--- src/rtl/clip_pkg.sv ---
`timescale 1ns / 1ps
// ----------------------------------------------------------------------------
// clip_pkg
// Shared widths and pipeline records for the clip edge intersection block.
// ----------------------------------------------------------------------------
package clip_pkg;

  localparam int FRAC_BITS = 16;
  localparam int COORD_W   = 32;
  localparam int DELTA_W   = COORD_W + 1;
  localparam int PROD_W    = 2 * DELTA_W;
  localparam int CROSS_W   = PROD_W + 1;
  localparam int REM_W     = CROSS_W + 1;
  localparam int Q_W       = FRAC_BITS;
  localparam int SCALE_W   = Q_W + DELTA_W;

  // Side codes.
  localparam logic [1:0] SIDE_TOP    = 2'd0;
  localparam logic [1:0] SIDE_BOTTOM = 2'd1;
  localparam logic [1:0] SIDE_LEFT   = 2'd2;
  localparam logic [1:0] SIDE_RIGHT  = 2'd3;

  // Per-item values carried alongside the arithmetic.
  typedef struct packed {
    logic [1:0]                side;
    logic signed [COORD_W-1:0] ex0;
    logic signed [COORD_W-1:0] ey0;
    logic signed [COORD_W-1:0] sx0;
    logic signed [COORD_W-1:0] sy0;
    logic signed [DELTA_W-1:0] sdx;
    logic signed [DELTA_W-1:0] sdy;
  } ctx_t;

  // One slot of the quotient pipeline.
  typedef struct packed {
    logic               valid;
    logic               ok;
    ctx_t               ctx;
    logic [REM_W-1:0]   r;
    logic [CROSS_W-1:0] d;
    logic [Q_W-1:0]     q;
  } div_t;

endpackage

--- src/rtl/clip_div_step.sv ---
`timescale 1ns / 1ps
// ----------------------------------------------------------------------------
// clip_div_step
// One registered restoring-division step, one quotient bit.
// ----------------------------------------------------------------------------
module clip_div_step
  import clip_pkg::*;
(
  input  logic clk,
  input  logic rst,
  input  div_t in,
  output div_t out
);

  logic [REM_W-1:0] r2;
  logic             take;

  always_comb begin
    r2   = {in.r[REM_W-2:0], 1'b0};
    take = (r2 >= REM_W'(in.d));
  end

  always_ff @(posedge clk) begin
    if (rst) begin
      out.valid <= 1'b0;
    end else begin
      out.valid <= in.valid;
    end
    out.ok  <= in.ok;
    out.ctx <= in.ctx;
    out.d   <= in.d;
    out.r   <= take ? (r2 - REM_W'(in.d)) : r2;
    out.q   <= {in.q[Q_W-2:0], take};
  end

endmodule

--- config.mk ---
export PLATFORM = sky130hd
export DESIGN_NAME = clip_div_step
export DESIGN_NICKNAME = d
export VERILOG_FILES = /design/src/rtl/clip_pkg.sv /design/src/rtl/clip_div_step.sv
export SDC_FILE = /design/constraint.sdc
export NUM_CORES = 1
export LEC_CHECK = 0
export BUFFER_PORTS_ARGS = -buffer_cell sky130_fd_sc_hd__buf_2
export CORE_AREA = 2 2 275 277
export CTS_CLUSTER_SIZE = 25
export DETAILED_ROUTE_END_ITERATION = 16
export DIE_AREA = 0 0 277 279
export GPL_TIMING_DRIVEN = 0
export PLACE_DENSITY = 0.39
export RECOVER_POWER = 100
export SETUP_SLACK_MARGIN = 0.1
export SYNTH_ARGS = -nofsm -noshare
export SYNTH_HDL_FRONTEND = slang
export SYNTH_SLANG_ARGS = --single-unit
--- constraint.sdc ---
create_clock -name clk -period 3.55 [get_ports clk]
set_input_delay 0.71 -clock clk [delete_from_list [all_inputs] [get_ports clk]]
set_output_delay 0.71 -clock clk [all_outputs]
set_load 0.01 [all_outputs]
=== Word level (Yosys, flattened, before mapping) ===
Index checks and enable logic that the tools add are counted.

* Bits in registers: 349
* Bits in latches: 0
* Memory bits (writable): 0
* Memory bits (read-only): 0
* Logic and storage cells: 16
* Memories kept: 0

* $add $sub $neg: 1
* $mul: 0
* Div/mod/pow operators: 0
* Magnitude comparators: 1
* Eq/ne operators: 0
* Shifts and indexed selects: 0
* Muxes and demuxes: 1
* Bitwise gates (word level): 0
* Reduce and logical (&&, ||, !) cells: 0

{| class="wikitable"
|+ Operators by type and width
! kind !! number
|-
| 68-bit by 67-bit greater-or-equal comparator with 1-bit output || 1
|-
| 68-bit 2-to-1 mux || 1
|-
| 68-bit by 67-bit subtractor with 68-bit output || 1
|}

=== Depth between registers and ports, before layout ===
* Word-level depth: 2
* Gate-level depth with buffers: 14
* Depth with buffers taken out: 11

=== Least setup slack after synthesis ===
Ideal clock, no wire load.

* Path kind: input port to flip-flop
* Start point: in in[37] (netlist name)
* End point: reg out[146] (netlist name)
* Setup time: 121 ps
* Arrival time: 3096 ps
* Data required time: 3429 ps
* Path slack: 333 ps
* Stages on the path: 14
* Path buffers: 3
* Path through: inv_1 -> ha_1 -> buf_6 -> a21oi_4 -> o21ai_2 -> a2111oi_4 -> a21oi_2 -> o31ai_2 -> o211ai_2 -> a21oi_4 -> o21ai_4 -> buf_6 -> buf_6 -> mux2_4

* Cells in the longest elaborated chain, start to end: 2
* Elaborated cells on any way between the ends: 3

{| class="wikitable"
|+ Ends and longest elaborated chain
! element !! line !! source
|-
| from (decl) || clip_div_step.sv:11 || <nowiki>input div_t in,</nowiki>
|-
| 68-bit by 67-bit greater-or-equal comparator with 1-bit output || clip_div_step.sv:20 || <nowiki>take = (r2 >= REM_W'(in.d));</nowiki>
|-
| via take || clip_div_step.sv:16 || <nowiki>logic take;</nowiki>
|-
| 68-bit 2-to-1 mux || clip_div_step.sv:32 || <nowiki>out.r <= take ? (r2 - REM_W'(in.d)) : r2;</nowiki>
|-
| to (decl) || clip_div_step.sv:12 || <nowiki>output div_t out</nowiki>
|}

The timed path passes the listed nets, and every way through them passes these cells.
A chain may end at the register's enable or synchronous reset.

=== Worst setup path after layout ===
* Start point: in in[58] (netlist name)
* End point: reg out[109] (netlist name)

* Cells in the longest elaborated chain, start to end: 2

{| class="wikitable"
|+ Ends and longest elaborated chain
! element !! line
|-
| 68-bit by 67-bit greater-or-equal comparator with 1-bit output || clip_div_step.sv:20
|-
| 68-bit 2-to-1 mux || clip_div_step.sv:32
|}

No other way between the ends.

==> out/qor.csv <==
metric,value,unit
gpl congestion,0.868,
Yosys cell types,70,
largest net degree at the start of global routing,14,
Final WS setup,0.210,ns
first-pass GRT wire length,97400,um
"Req. time, crit path",4.01,ns
DR vias,11800,
fill count,8256,
Clock Sinks,349,
Yosys top cell by area,dfxtp_1,
largest cells by area after synthesis,"dfxtp_1 55%, ha_1 6.7%, mux2_2 5.4%, a21oi_1 3.7%, inv_1 3.0%",
Sw Share,0.292,
PwrDens,597,nW/um^2
Synth top area share,0.555,
number of global-route vias before repair,12300,
Clk pwr share,0.423,
CP Launch Type,input port,
Hold Buf Count CTS,0,
CTS tree,yes,
core footprint,74100,um^2
final core occ,0.250,
final setup fails,0,
Syn Std Cell Area,12600,um^2
cell-internal power,7.85,mW
"Slew Viols, Final",0,
Nets,2347,
placed insts,2842,
"Reg clk slew, reported paths",0.06,ns
max FFs per register,349,
starting density of the core,0.170,
total power,11.1,mW
drc violations,0,
part of the cycle the worst path needs,0.941,
Synth Net Count,1595,
synthesized flop and latch total,349,
biggest regs,out x349,
total number of yosys warnings,0,
area grow syn2layout,47.3,%
post-synthesis area per instance,10.7,um^2
initial antenna violation count,50,
count of flip-flops with a built-in enable after synthesis,0,
max frequency,299,MHz
H-tree levels,2,
IO Pins,700,
Sequential Power Share,0.394,
GRT overflow,0,
RSZ-0062 raised after global routing,true,
layout cell share with drive strength beyond 1,0.262,
Avg WL per Cell,24.6,um
CP arrival,3.80,ns
Clock Tree Buf Depth,3,
Initial DRC Count,568,
Rows,100,
sum of negative setup slack,0,ns
Total Wirelength,72300,um
hold violation total from the final report,0,
worst slew pin tran,0.756,ns
Max rail drop VDD,0.297,mV
WS Path Type,in -> reg,
Hold WC Path Type,in -> reg,
asr flop ratio synth,0,
I/O Buffers,697,
Pre-Repair DR Iteration Count,5,
pre-CTS setup slack,-1.14,ns
"Seq/Total Area, Yosys",0.555,
max-capacitance violation count,0,
"Top FF cell, synth",dfxtp_1,
chip width,277,um
die area,77300,um^2
endpoint type of the worst setup path,flop,
"Most flops, register",out,
CTS buffer count,43,
leak pwr,8.10,nW
Psw,3.23,mW
Mapped Cells,1176,
Slew headroom,0.492,
DR vias/cell,4.02,
gr usage total,0.181,
Comb pwr share,0.183,
status,"finished, final reports clean",
ANT nets after route,0,
Crit Path Max Fanout,10,
Final min period,3.34,ns
HPWL Detailed,62600,um
Post-Layout Cell Count,2941,
clock root buffer master,clkbuf_16,
die height,279,um
-- synth_stat cells, types with 21 or more instances --
master,instances
o21ai_0,48
nand2_1,71
ha_1,67
inv_1,100
nand4_1,21
nor2_1,47
a21oi_1,92
a21o_1,22
xnor2_1,40
mux2_2,60
dfxtp_1,349
-- power groups by stage --
stage / Clock, mW / Sequential [mW] / Combinational [mW]
final: 4.69 / 4.37 / 2.03
after floorplan: 0 / 4.62 / 0.898
after CTS: 4.88 / 4.36 / 2.17
after detailed placement: 0 / 4.44 / 2.13
after global placement: 0 / 4.44 / 2.14
after global routing: 5.02 / 4.40 / 2.22
-- layout by cell type, fill, tap and decap left out, types with 6 or more instances in the layout --
cell type  count
clkbuf_1     418
dfxtp_1      349
buf_2        319
inv_1        100
a21oi_1       85
nand2_1       69
ha_1          67
mux2_2        58
nor2_1        47
o21ai_0       44
clkbuf_16     43
xnor2_1       40
a21o_1        22
nand4_1       21
o21bai_1      20
xor2_1        20
nand3_1       18
nor3_1        14
a31oi_1       12
a21oi_2       12
buf_4         12
diode_2       11
and3_1        11
o211ai_1      10
clkinv_2      10
o21ai_1        6
nor2b_1        6
mux2i_1        6
clkbuf_8       6
bufinv_16      6
-- critical path, stage by stage --
cell and delay [ns]:
clkbuf_1 0.18, inv_1 0.08, ha_1 0.39, and2_1 0.17, buf_2 0.16, nand4_1 0.17, nor4_4 0.06, buf_4 0.16
nand3_1 0.16, o21ai_1 0.12, a2111oi_2 0.53, o21ai_4 0.12, buf_12 0.17, clkbuf_2 0.23, mux2_1 0.40
-- cell families (layout without fill, tap and decap cells) --
kind of cell / count (synthesis) / after routing / synth area share
buffers and inverters: 146 / 931 / 0.0492
other: 0 / 11 / 0
adder cells (fa/ha/maj): 68 / 68 / 0.0682
AO/OA/AOI/OAI: 270 / 270 / 0.142
multiplexers: 70 / 70 / 0.0632
AND/OR/NAND/NOR: 213 / 213 / 0.0814
XOR/XNOR: 60 / 60 / 0.0417
flip-flops: 349 / 349 / 0.555
-- per-layer routing --
layer  global-route usage  part of all wire
met3               0.0791             0.095
met1                0.184              0.36
met5                    0            0.0029
met2                0.326              0.51
met4               0.0659             0.035
-- worst paths after layout --
check	start	endpoint	cells after the start
setup / recovery	in[58]	out[109]$_DFF_P_	15
hold / removal	in[162]	out[162]$_DFF_P_	1
-- area by class of cell --
class | count | area (um^2) | share of cell area
Clock inverter | 24 | 328 | 0.0177
Antenna cell | 11 | 27.5 | 0.00148
Buffer | 46 | 238 | 0.0128
Timing Repair Buffer | 707 | 3080 | 0.166
Multi-Input combinational cell | 681 | 5130 | 0.277
Tap cell | 969 | 1210 | 0.0653
Clock buffer | 54 | 1180 | 0.0635
Inverter | 100 | 375 | 0.0202
Sequential cell | 349 | 6990 | 0.377
-- stage by stage --
stage	hold WS, ns	instance area, um^2
after floorplan	0.738	12600
after global placement	0.814	17300
after detailed placement	0.814	17300
after global routing	0.184	18500
after CTS	0.173	18900
final	0.216	18600
-- timing repair --
action,in CTS,in global routing
setup buffers,2,8
resized for setup,20,12
setup endpoints to repair,69,67
pin swaps,2,4
Note: power is estimated with default switching activity, not from simulation.
