==> src/rtl/clip_pkg.sv <==
`timescale 1ns / 1ps
// ----------------------------------------------------------------------------
// clip_pkg
// Shared widths and pipeline records for the clip edge intersection block.
// ----------------------------------------------------------------------------
package clip_pkg;

  localparam int FRAC_BITS = 16;
  localparam int COORD_W   = 32;
  localparam int DELTA_W   = COORD_W + 1;
  localparam int PROD_W    = 2 * DELTA_W;
  localparam int CROSS_W   = PROD_W + 1;
  localparam int REM_W     = CROSS_W + 1;
  localparam int Q_W       = FRAC_BITS;
  localparam int SCALE_W   = Q_W + DELTA_W;

  // Side codes.
  localparam logic [1:0] SIDE_TOP    = 2'd0;
  localparam logic [1:0] SIDE_BOTTOM = 2'd1;
  localparam logic [1:0] SIDE_LEFT   = 2'd2;
  localparam logic [1:0] SIDE_RIGHT  = 2'd3;

  // Per-item values carried alongside the arithmetic.
  typedef struct packed {
    logic [1:0]                side;
    logic signed [COORD_W-1:0] ex0;
    logic signed [COORD_W-1:0] ey0;
    logic signed [COORD_W-1:0] sx0;
    logic signed [COORD_W-1:0] sy0;
    logic signed [DELTA_W-1:0] sdx;
    logic signed [DELTA_W-1:0] sdy;
  } ctx_t;

  // One slot of the quotient pipeline.
  typedef struct packed {
    logic               valid;
    logic               ok;
    ctx_t               ctx;
    logic [REM_W-1:0]   r;
    logic [CROSS_W-1:0] d;
    logic [Q_W-1:0]     q;
  } div_t;

endpackage

==> src/rtl/clip_scale.sv <==
`timescale 1ns / 1ps
// ----------------------------------------------------------------------------
// clip_scale
// Scales the segment delta by t and forms the intersection point.
// Two register stages.
// ----------------------------------------------------------------------------
module clip_scale
  import clip_pkg::*;
(
  input  logic                      clk,
  input  logic                      rst,
  input  div_t                      in,
  output logic                      done,
  output logic                      hit,
  output logic signed [COORD_W-1:0] point_x,
  output logic signed [COORD_W-1:0] point_y
);

  logic                      v1;
  logic                      ok1;
  logic                      neg1;
  ctx_t                      c1;
  logic [SCALE_W-1:0]        prod;
  logic signed [DELTA_W-1:0] dsel;
  logic [DELTA_W-1:0]        dmag;
  logic [COORD_W-1:0]        part, sum, base;
  logic                      horiz0, horiz1;

  always_comb begin
    horiz0 = (in.ctx.side == SIDE_TOP) || (in.ctx.side == SIDE_BOTTOM);
    dsel   = horiz0 ? in.ctx.sdx : in.ctx.sdy;
    dmag   = dsel[DELTA_W-1] ? DELTA_W'(-dsel) : DELTA_W'(dsel);
  end

  always_ff @(posedge clk) begin
    if (rst) begin
      v1   <= 1'b0;
      done <= 1'b0;
    end else begin
      v1   <= in.valid;
      done <= v1;
    end
  end

  always_ff @(posedge clk) begin
    c1   <= in.ctx;
    ok1  <= in.ok && (in.q != '0);
    neg1 <= dsel[DELTA_W-1];
    prod <= SCALE_W'(in.q) * SCALE_W'(dmag);
  end

  always_comb begin
    horiz1 = (c1.side == SIDE_TOP) || (c1.side == SIDE_BOTTOM);
    base   = horiz1 ? c1.sx0 : c1.sy0;
    part   = prod[FRAC_BITS +: COORD_W];
    if (neg1) begin
      part = -part;
    end
    sum = base + part;
  end

  always_ff @(posedge clk) begin
    hit <= ok1;
    if (!ok1) begin
      point_x <= '0;
      point_y <= '0;
    end else if (horiz1) begin
      point_x <= sum;
      point_y <= c1.ey0;
    end else begin
      point_x <= c1.ex0;
      point_y <= sum;
    end
  end

endmodule

==> config.mk <==
export PLATFORM = sky130hd
export DESIGN_NAME = clip_scale
export DESIGN_NICKNAME = d
export VERILOG_FILES = /design/src/rtl/clip_pkg.sv /design/src/rtl/clip_scale.sv
export SDC_FILE = /design/constraint.sdc
export NUM_CORES = 2
export LEC_CHECK = 0
export BUFFER_PORTS_ARGS = -buffer_cell sky130_fd_sc_hd__buf_2
export CAP_MARGIN = 20
export CORE_MARGIN = 2
export CORE_UTILIZATION = 25
export DETAILED_ROUTE_END_ITERATION = 12
export PLACE_DENSITY = 0.38
export SYNTH_ARGS = -nofsm -noshare
export SYNTH_HDL_FRONTEND = slang
export SYNTH_SLANG_ARGS = --single-unit
==> constraint.sdc <==
create_clock -name clk -period 17.61 [get_ports clk]
set_input_delay 1.761 -clock clk [delete_from_list [all_inputs] [get_ports clk]]
set_output_delay 1.761 -clock clk [all_outputs]
set_load 0.02 [all_outputs]
==> After elaboration in Yosys (flattened, before gate mapping) <==
Index checks and enable logic that the tools add are counted.
W data, S select, Z words.
{ "word_totals": {"ff_bits": 247, "input_bits": 351, "output_inout_bits": 66} }
{ "classes": {"reduce_logical": 6, "addsub": 3, "n_mux": 6, "n_mul": 1, "eq_ne": 2} }
{ "ops": {"columns": ["cell", "n"], "rows": [
  ["$mux W32", 4],
  ["$mux W33", 2],
  ["$mul A16 B33 Y48", 1],
  ["$neg A33 Y33", 1],
  ["$add A32 B32 Y32", 1],
  ["$neg A32 Y32", 1],
  ["$reduce_bool A16 Y1", 1],
  ["$eq A2 B1 Y1 const B", 2],
  ["$logic_not A2 Y1", 2],
  ["$logic_or A1 B1 Y1", 2],
  ["$logic_and A1 B1 Y1", 1]
]} }

==> Logic depth before layout (Yosys ltp) <==
{ "logic_depth": {"ltp_word": 6, "ltp_mapped": 37, "ltp_nobuf": 30} }

==> Worst setup path after synthesis <==
Ideal clock, no wire load.
{ "synth_timing": {"path_kind": "input to register", "from": "in in[346] (netlist bit)", "to": "reg prod[47]", "stages": 35, "setup_ps": 120, "slack_ps": 7054, "arrival_time_ps": 10436, "path_buffers": 7, "path_cell_list": "buf_2 -> buf_2 -> buf_2 -> buf_2 -> buf_2 -> buf_2 -> mux2i_1 -> ha_1 -> nand2_1 -> or4_1 -> and3b_1 -> and2b_1 -> a31oi_1 -> xnor2_1 -> buf_2 -> nand2_1 -> fa_1 -> inv_1 -> fa_1 -> fa_1 -> inv_1 -> fa_1 -> fa_1 -> fa_1 -> inv_1 -> ha_1 -> a21o_1 -> a21o_1 -> a21oi_1 -> o21ai_0 -> a31oi_1 -> a211oi_1 -> a2111oi_0 -> a21oi_1 -> xnor2_1"} }
{ "synth_via": {"elab_chain_len": 6, "word_cells_on_any_way": 7, "classes_between": "add/sub (1); mul (1); eq/ne (1); mux (2); reduce/logical (2)"} }
{ "synth_rtl": {"columns": ["item", "line_no", "source"], "rows": [
  ["start, declared", "clip_scale.sv:12", "input div_t in,"],
  ["$eq A2 B1 Y1 / $logic_not A2 Y1 (equally long branches)", "clip_scale.sv:30", "horiz0 = (in.ctx.side == SIDE_TOP) || (in.ctx.side == SIDE_BOTTOM);"],
  ["$logic_or A1 B1 Y1 *", "clip_scale.sv:30", null],
  ["$mux W33 *", "clip_scale.sv:31", "dsel = horiz0 ? in.ctx.sdx : in.ctx.sdy;"],
  ["$neg A33 Y33", "clip_scale.sv:32", "dmag = dsel[DELTA_W-1] ? DELTA_W'(-dsel) : DELTA_W'(dsel);"],
  ["$mux W33 *", "clip_scale.sv:32", null],
  ["$mul A16 B33 Y48 *", "clip_scale.sv:49", "prod <= SCALE_W'(in.q) * SCALE_W'(dmag);"],
  ["end signal, assigned", "clip_scale.sv:49", null],
  ["end, declared", "clip_scale.sv:23", "logic [SCALE_W-1:0] prod;"]
]} }
Mark *: on every way between the ends. The rest lies on a longest branch, timed or not.
A chain may end at the register's enable or synchronous reset.

==> Worst setup path after layout <==
Same ends and word-level chain as after synthesis.

==> flow_metrics.tcl <==
set metrics [dict create \
    drc_errors 0 \
    final_antenna_net_count 0 \
    cts_resized 0 \
    cp_common_cell "fa_1" \
    start_util 0.252 \
    synth-edff-count 0 \
    dpl.hpwl_um 59500 \
    max-cap-violations 0 \
    yosys_register_bits 230 \
    finClkSkew_ns 0.0270 \
    clk_pin_slew_ns 0.06 \
    cp_top_family "adder cells" \
    gp_congestion 0.804 \
    die_w_um 322 \
    grt_usage 0.152 \
    required_ns 18.03 \
    synthFlopType "dfxtp_1" \
    grt_pass1_vias 20800 \
    num-nets-final 3886 \
    grt-ovfl-total 0 \
    cts_tree "yes" \
    routed_wl_um 78600 \
    final_max_slew_viol_count 0 \
    syn2layout_area_growth_pct 15.1 \
    synth.avg_cell_area_um2 9.23 \
    synthArstFlopShare 0 \
    rows 116 \
    die_height_um 322 \
    routed-via-count 19000 \
    critical_path_class "in -> reg" \
    start_kind "input pin" \
    cts_max_level 1 \
    clk_path_buf_depth 3 \
    nFillCells 10600 \
    slew-limit-headroom 0.234 \
    reg2reg_slack_ns 12.46 \
    clkLatencyLatePin_ns 0.53 \
    clock.fmax_mhz 87.9 \
    synth-seq-area-share 0.183 \
    worst_r2r_startpoint "prod[26]$_DFF_P_" \
    drtPass1Iterations 5 \
    synth_cells 2729 \
    avgViaCountPerCell 4.44 \
    hold_path_class "reg -> reg" \
    cts_post_setup_buffers_inserted 0 \
    ios 417 \
    clock-sinks 230 \
    tightest_slew_ns 1.15 \
    io_buffer_count 280 \
    grt_max_degree 58 \
    cp_max_fo 57 \
    hold_buffers 0 \
    reg2regPathDepth 17 \
    cts-root-buf "clkbuf_16" \
    grt_pass1_wl_um 122000 \
    synth_warnings 0 \
    antenna_found_initial 4 \
    cts_buffers 22 \
    grt_setup_unrepaired "no" \
    dieArea_um2 103000 \
    syn_area_um2 25200 \
    startpoint "in[346]" \
    hold_viol 0 \
    synth_nets 3658 \
    period_share 0.646 \
    max_stage_delay_ns 0.84 \
    endpoint "prod[47]$_DFF_P_" \
    finalSetupTns_ns 0 \
    worst-path-stages 30 \
    wl_per_cell_um 18.4 \
    endpoint_kind "flop" \
    worstPathArrival_ns 11.80 \
    slowest_stage "xnor2_2" \
    run_status "completed" \
    drt_iter0_drc 923 \
    synth_cell_type_count 66 \
    period_minus_slack_ns 11.38 \
    drive_gt1_frac 0.144 \
    path_buf_inv 5 \
    setup_viol 0 \
    core_um2 100000 \
    rr_endpoint "point_y[31]$_SDFF_PN0_" \
]
[flip-flops by register name, indices dropped and copies added (netlist names)]
| register | cells |
|---|---|
| c1 | 129 |
| done | 1 |
| hit | 1 |
| neg1 | 1 |
| ok1 | 1 |
| point_x | 32 |
| point_y | 32 |
| prod | 32 |
| v1 | 1 |
[synthesized netlist by cell type, drive strengths merged (17+ instances only)]
library cell  number  share of area
mux2              32          0.014
nor2b             40         0.0099
a22o              21         0.0073
nand3             25         0.0050
a21o              28         0.0083
a21oi             85          0.017
xnor2             92          0.032
inv              482          0.072
nand2            391          0.058
nor2              47         0.0070
fa               431           0.34
mux2i             49          0.019
xor2              29          0.010
buf               25         0.0046
dfxtp            230           0.18
o21ai             70          0.014
ha               147          0.073
clkbuf            92          0.014
and2             222          0.055
nor3              17         0.0034
[kinds of logic after synthesis]
| family | share of synthesized area |
|---|---|
| adders and majority gates | 0.415 |
| buffers and inverters | 0.0903 |
| xor gates and xnor gates | 0.0421 |
| muxes | 0.0338 |
| and+or+nand+nor | 0.159 |
| DFF | 0.183 |
| AOI/OAI and AO/OA | 0.0764 |
[stage by stage]
stage	hold WS (ns)	instances	util	cell area (um2)	worst slack (ns)
finish	0.441	4272	0.290	29000	6.23
global route	0.461	4270	0.290	29000	5.41
CTS	0.447	4269	0.290	29000	6.19
detailed placement	0.434	4230	0.282	28200	5.61
global placement	0.432	4228	0.282	28200	5.69
floorplan	0.359	2729	-	25200	7.05
[worst min-delay path by stage]
stage | end | from | slack, ns | cells after the start
after floorplan | hit$_DFF_P_ | ok1$_DFF_P_ | 0.36 | 0
after global placement | point_x[28]$_SDFF_PN0_ | c1[190]$_DFF_P_ | 0.43 | 1
after detailed placement | point_x[30]$_SDFF_PN0_ | c1[192]$_DFF_P_ | 0.43 | 2
after CTS | point_y[20]$_SDFF_PN0_ | c1[150]$_DFF_P_ | 0.45 | 1
after global routing | point_x[20]$_SDFF_PN0_ | c1[182]$_DFF_P_ | 0.46 | 1
final | point_x[30]$_SDFF_PN0_ | c1[192]$_DFF_P_ | 0.44 | 2
[layout make-up]
type	count	area [um2]	share of cell area
Clock inverter	13	164	0.00565
Antenna cell	2	5.00	0.000173
Sequential cell	230	4610	0.159
Tap cell	1298	1620	0.0560
Clock buffer	26	586	0.0202
Timing Repair Buffer	321	1720	0.0594
Inverter	483	1810	0.0625
Multi-Input combinational cell	1899	18500	0.637
[placed cells by master, fill, tap and decap left out, drive strengths merged, types with 6 or more instances in the layout]
master	n
clkinv	7
o31ai	15
o211ai	6
a22o	21
o21bai	15
nand2	391
and3	8
or3	10
a21boi	8
fa	431
nor2	47
ha	147
nand3	25
a21o	28
buf	321
nor3	17
nand4	8
nor3b	7
xnor2	92
or4	7
nor4	8
o21a	10
inv	484
dfxtp	230
and2	222
mux2i	49
o21ai	70
nor2b	40
a31oi	14
xor2	29
clkbuf	26
nand2b	12
mux2	32
a21oi	85
[layer usage]
metal,GRT usage,vias to the layer above,part of all wire
met3,0.0154,64,0.048
met1,0.216,9502,0.48
met5,0,-,0
met4,0.0236,0,0.014
met2,0.253,535,0.46
li1,-,8851,-
[worst register-to-register path, stage by stage (launching register included)]
cell,delay (ns)
dfxtp_1,0.33
or4_4,0.56
or4_1,0.44
or2_1,0.25
or3_2,0.44
o21ai_0,0.50
nand2_1,0.14
xor2_1,0.19
ha_1,0.41
and3_1,0.22
nand3_1,0.11
nor2_1,0.05
o21a_1,0.12
a32o_1,0.23
o21ai_0,0.33
a31oi_1,0.18
xnor2_1,0.41
a21oi_1,0.13
Power is not shown: default switching activity piles up to over one toggle a cycle in this logic, so the estimate is an artifact.
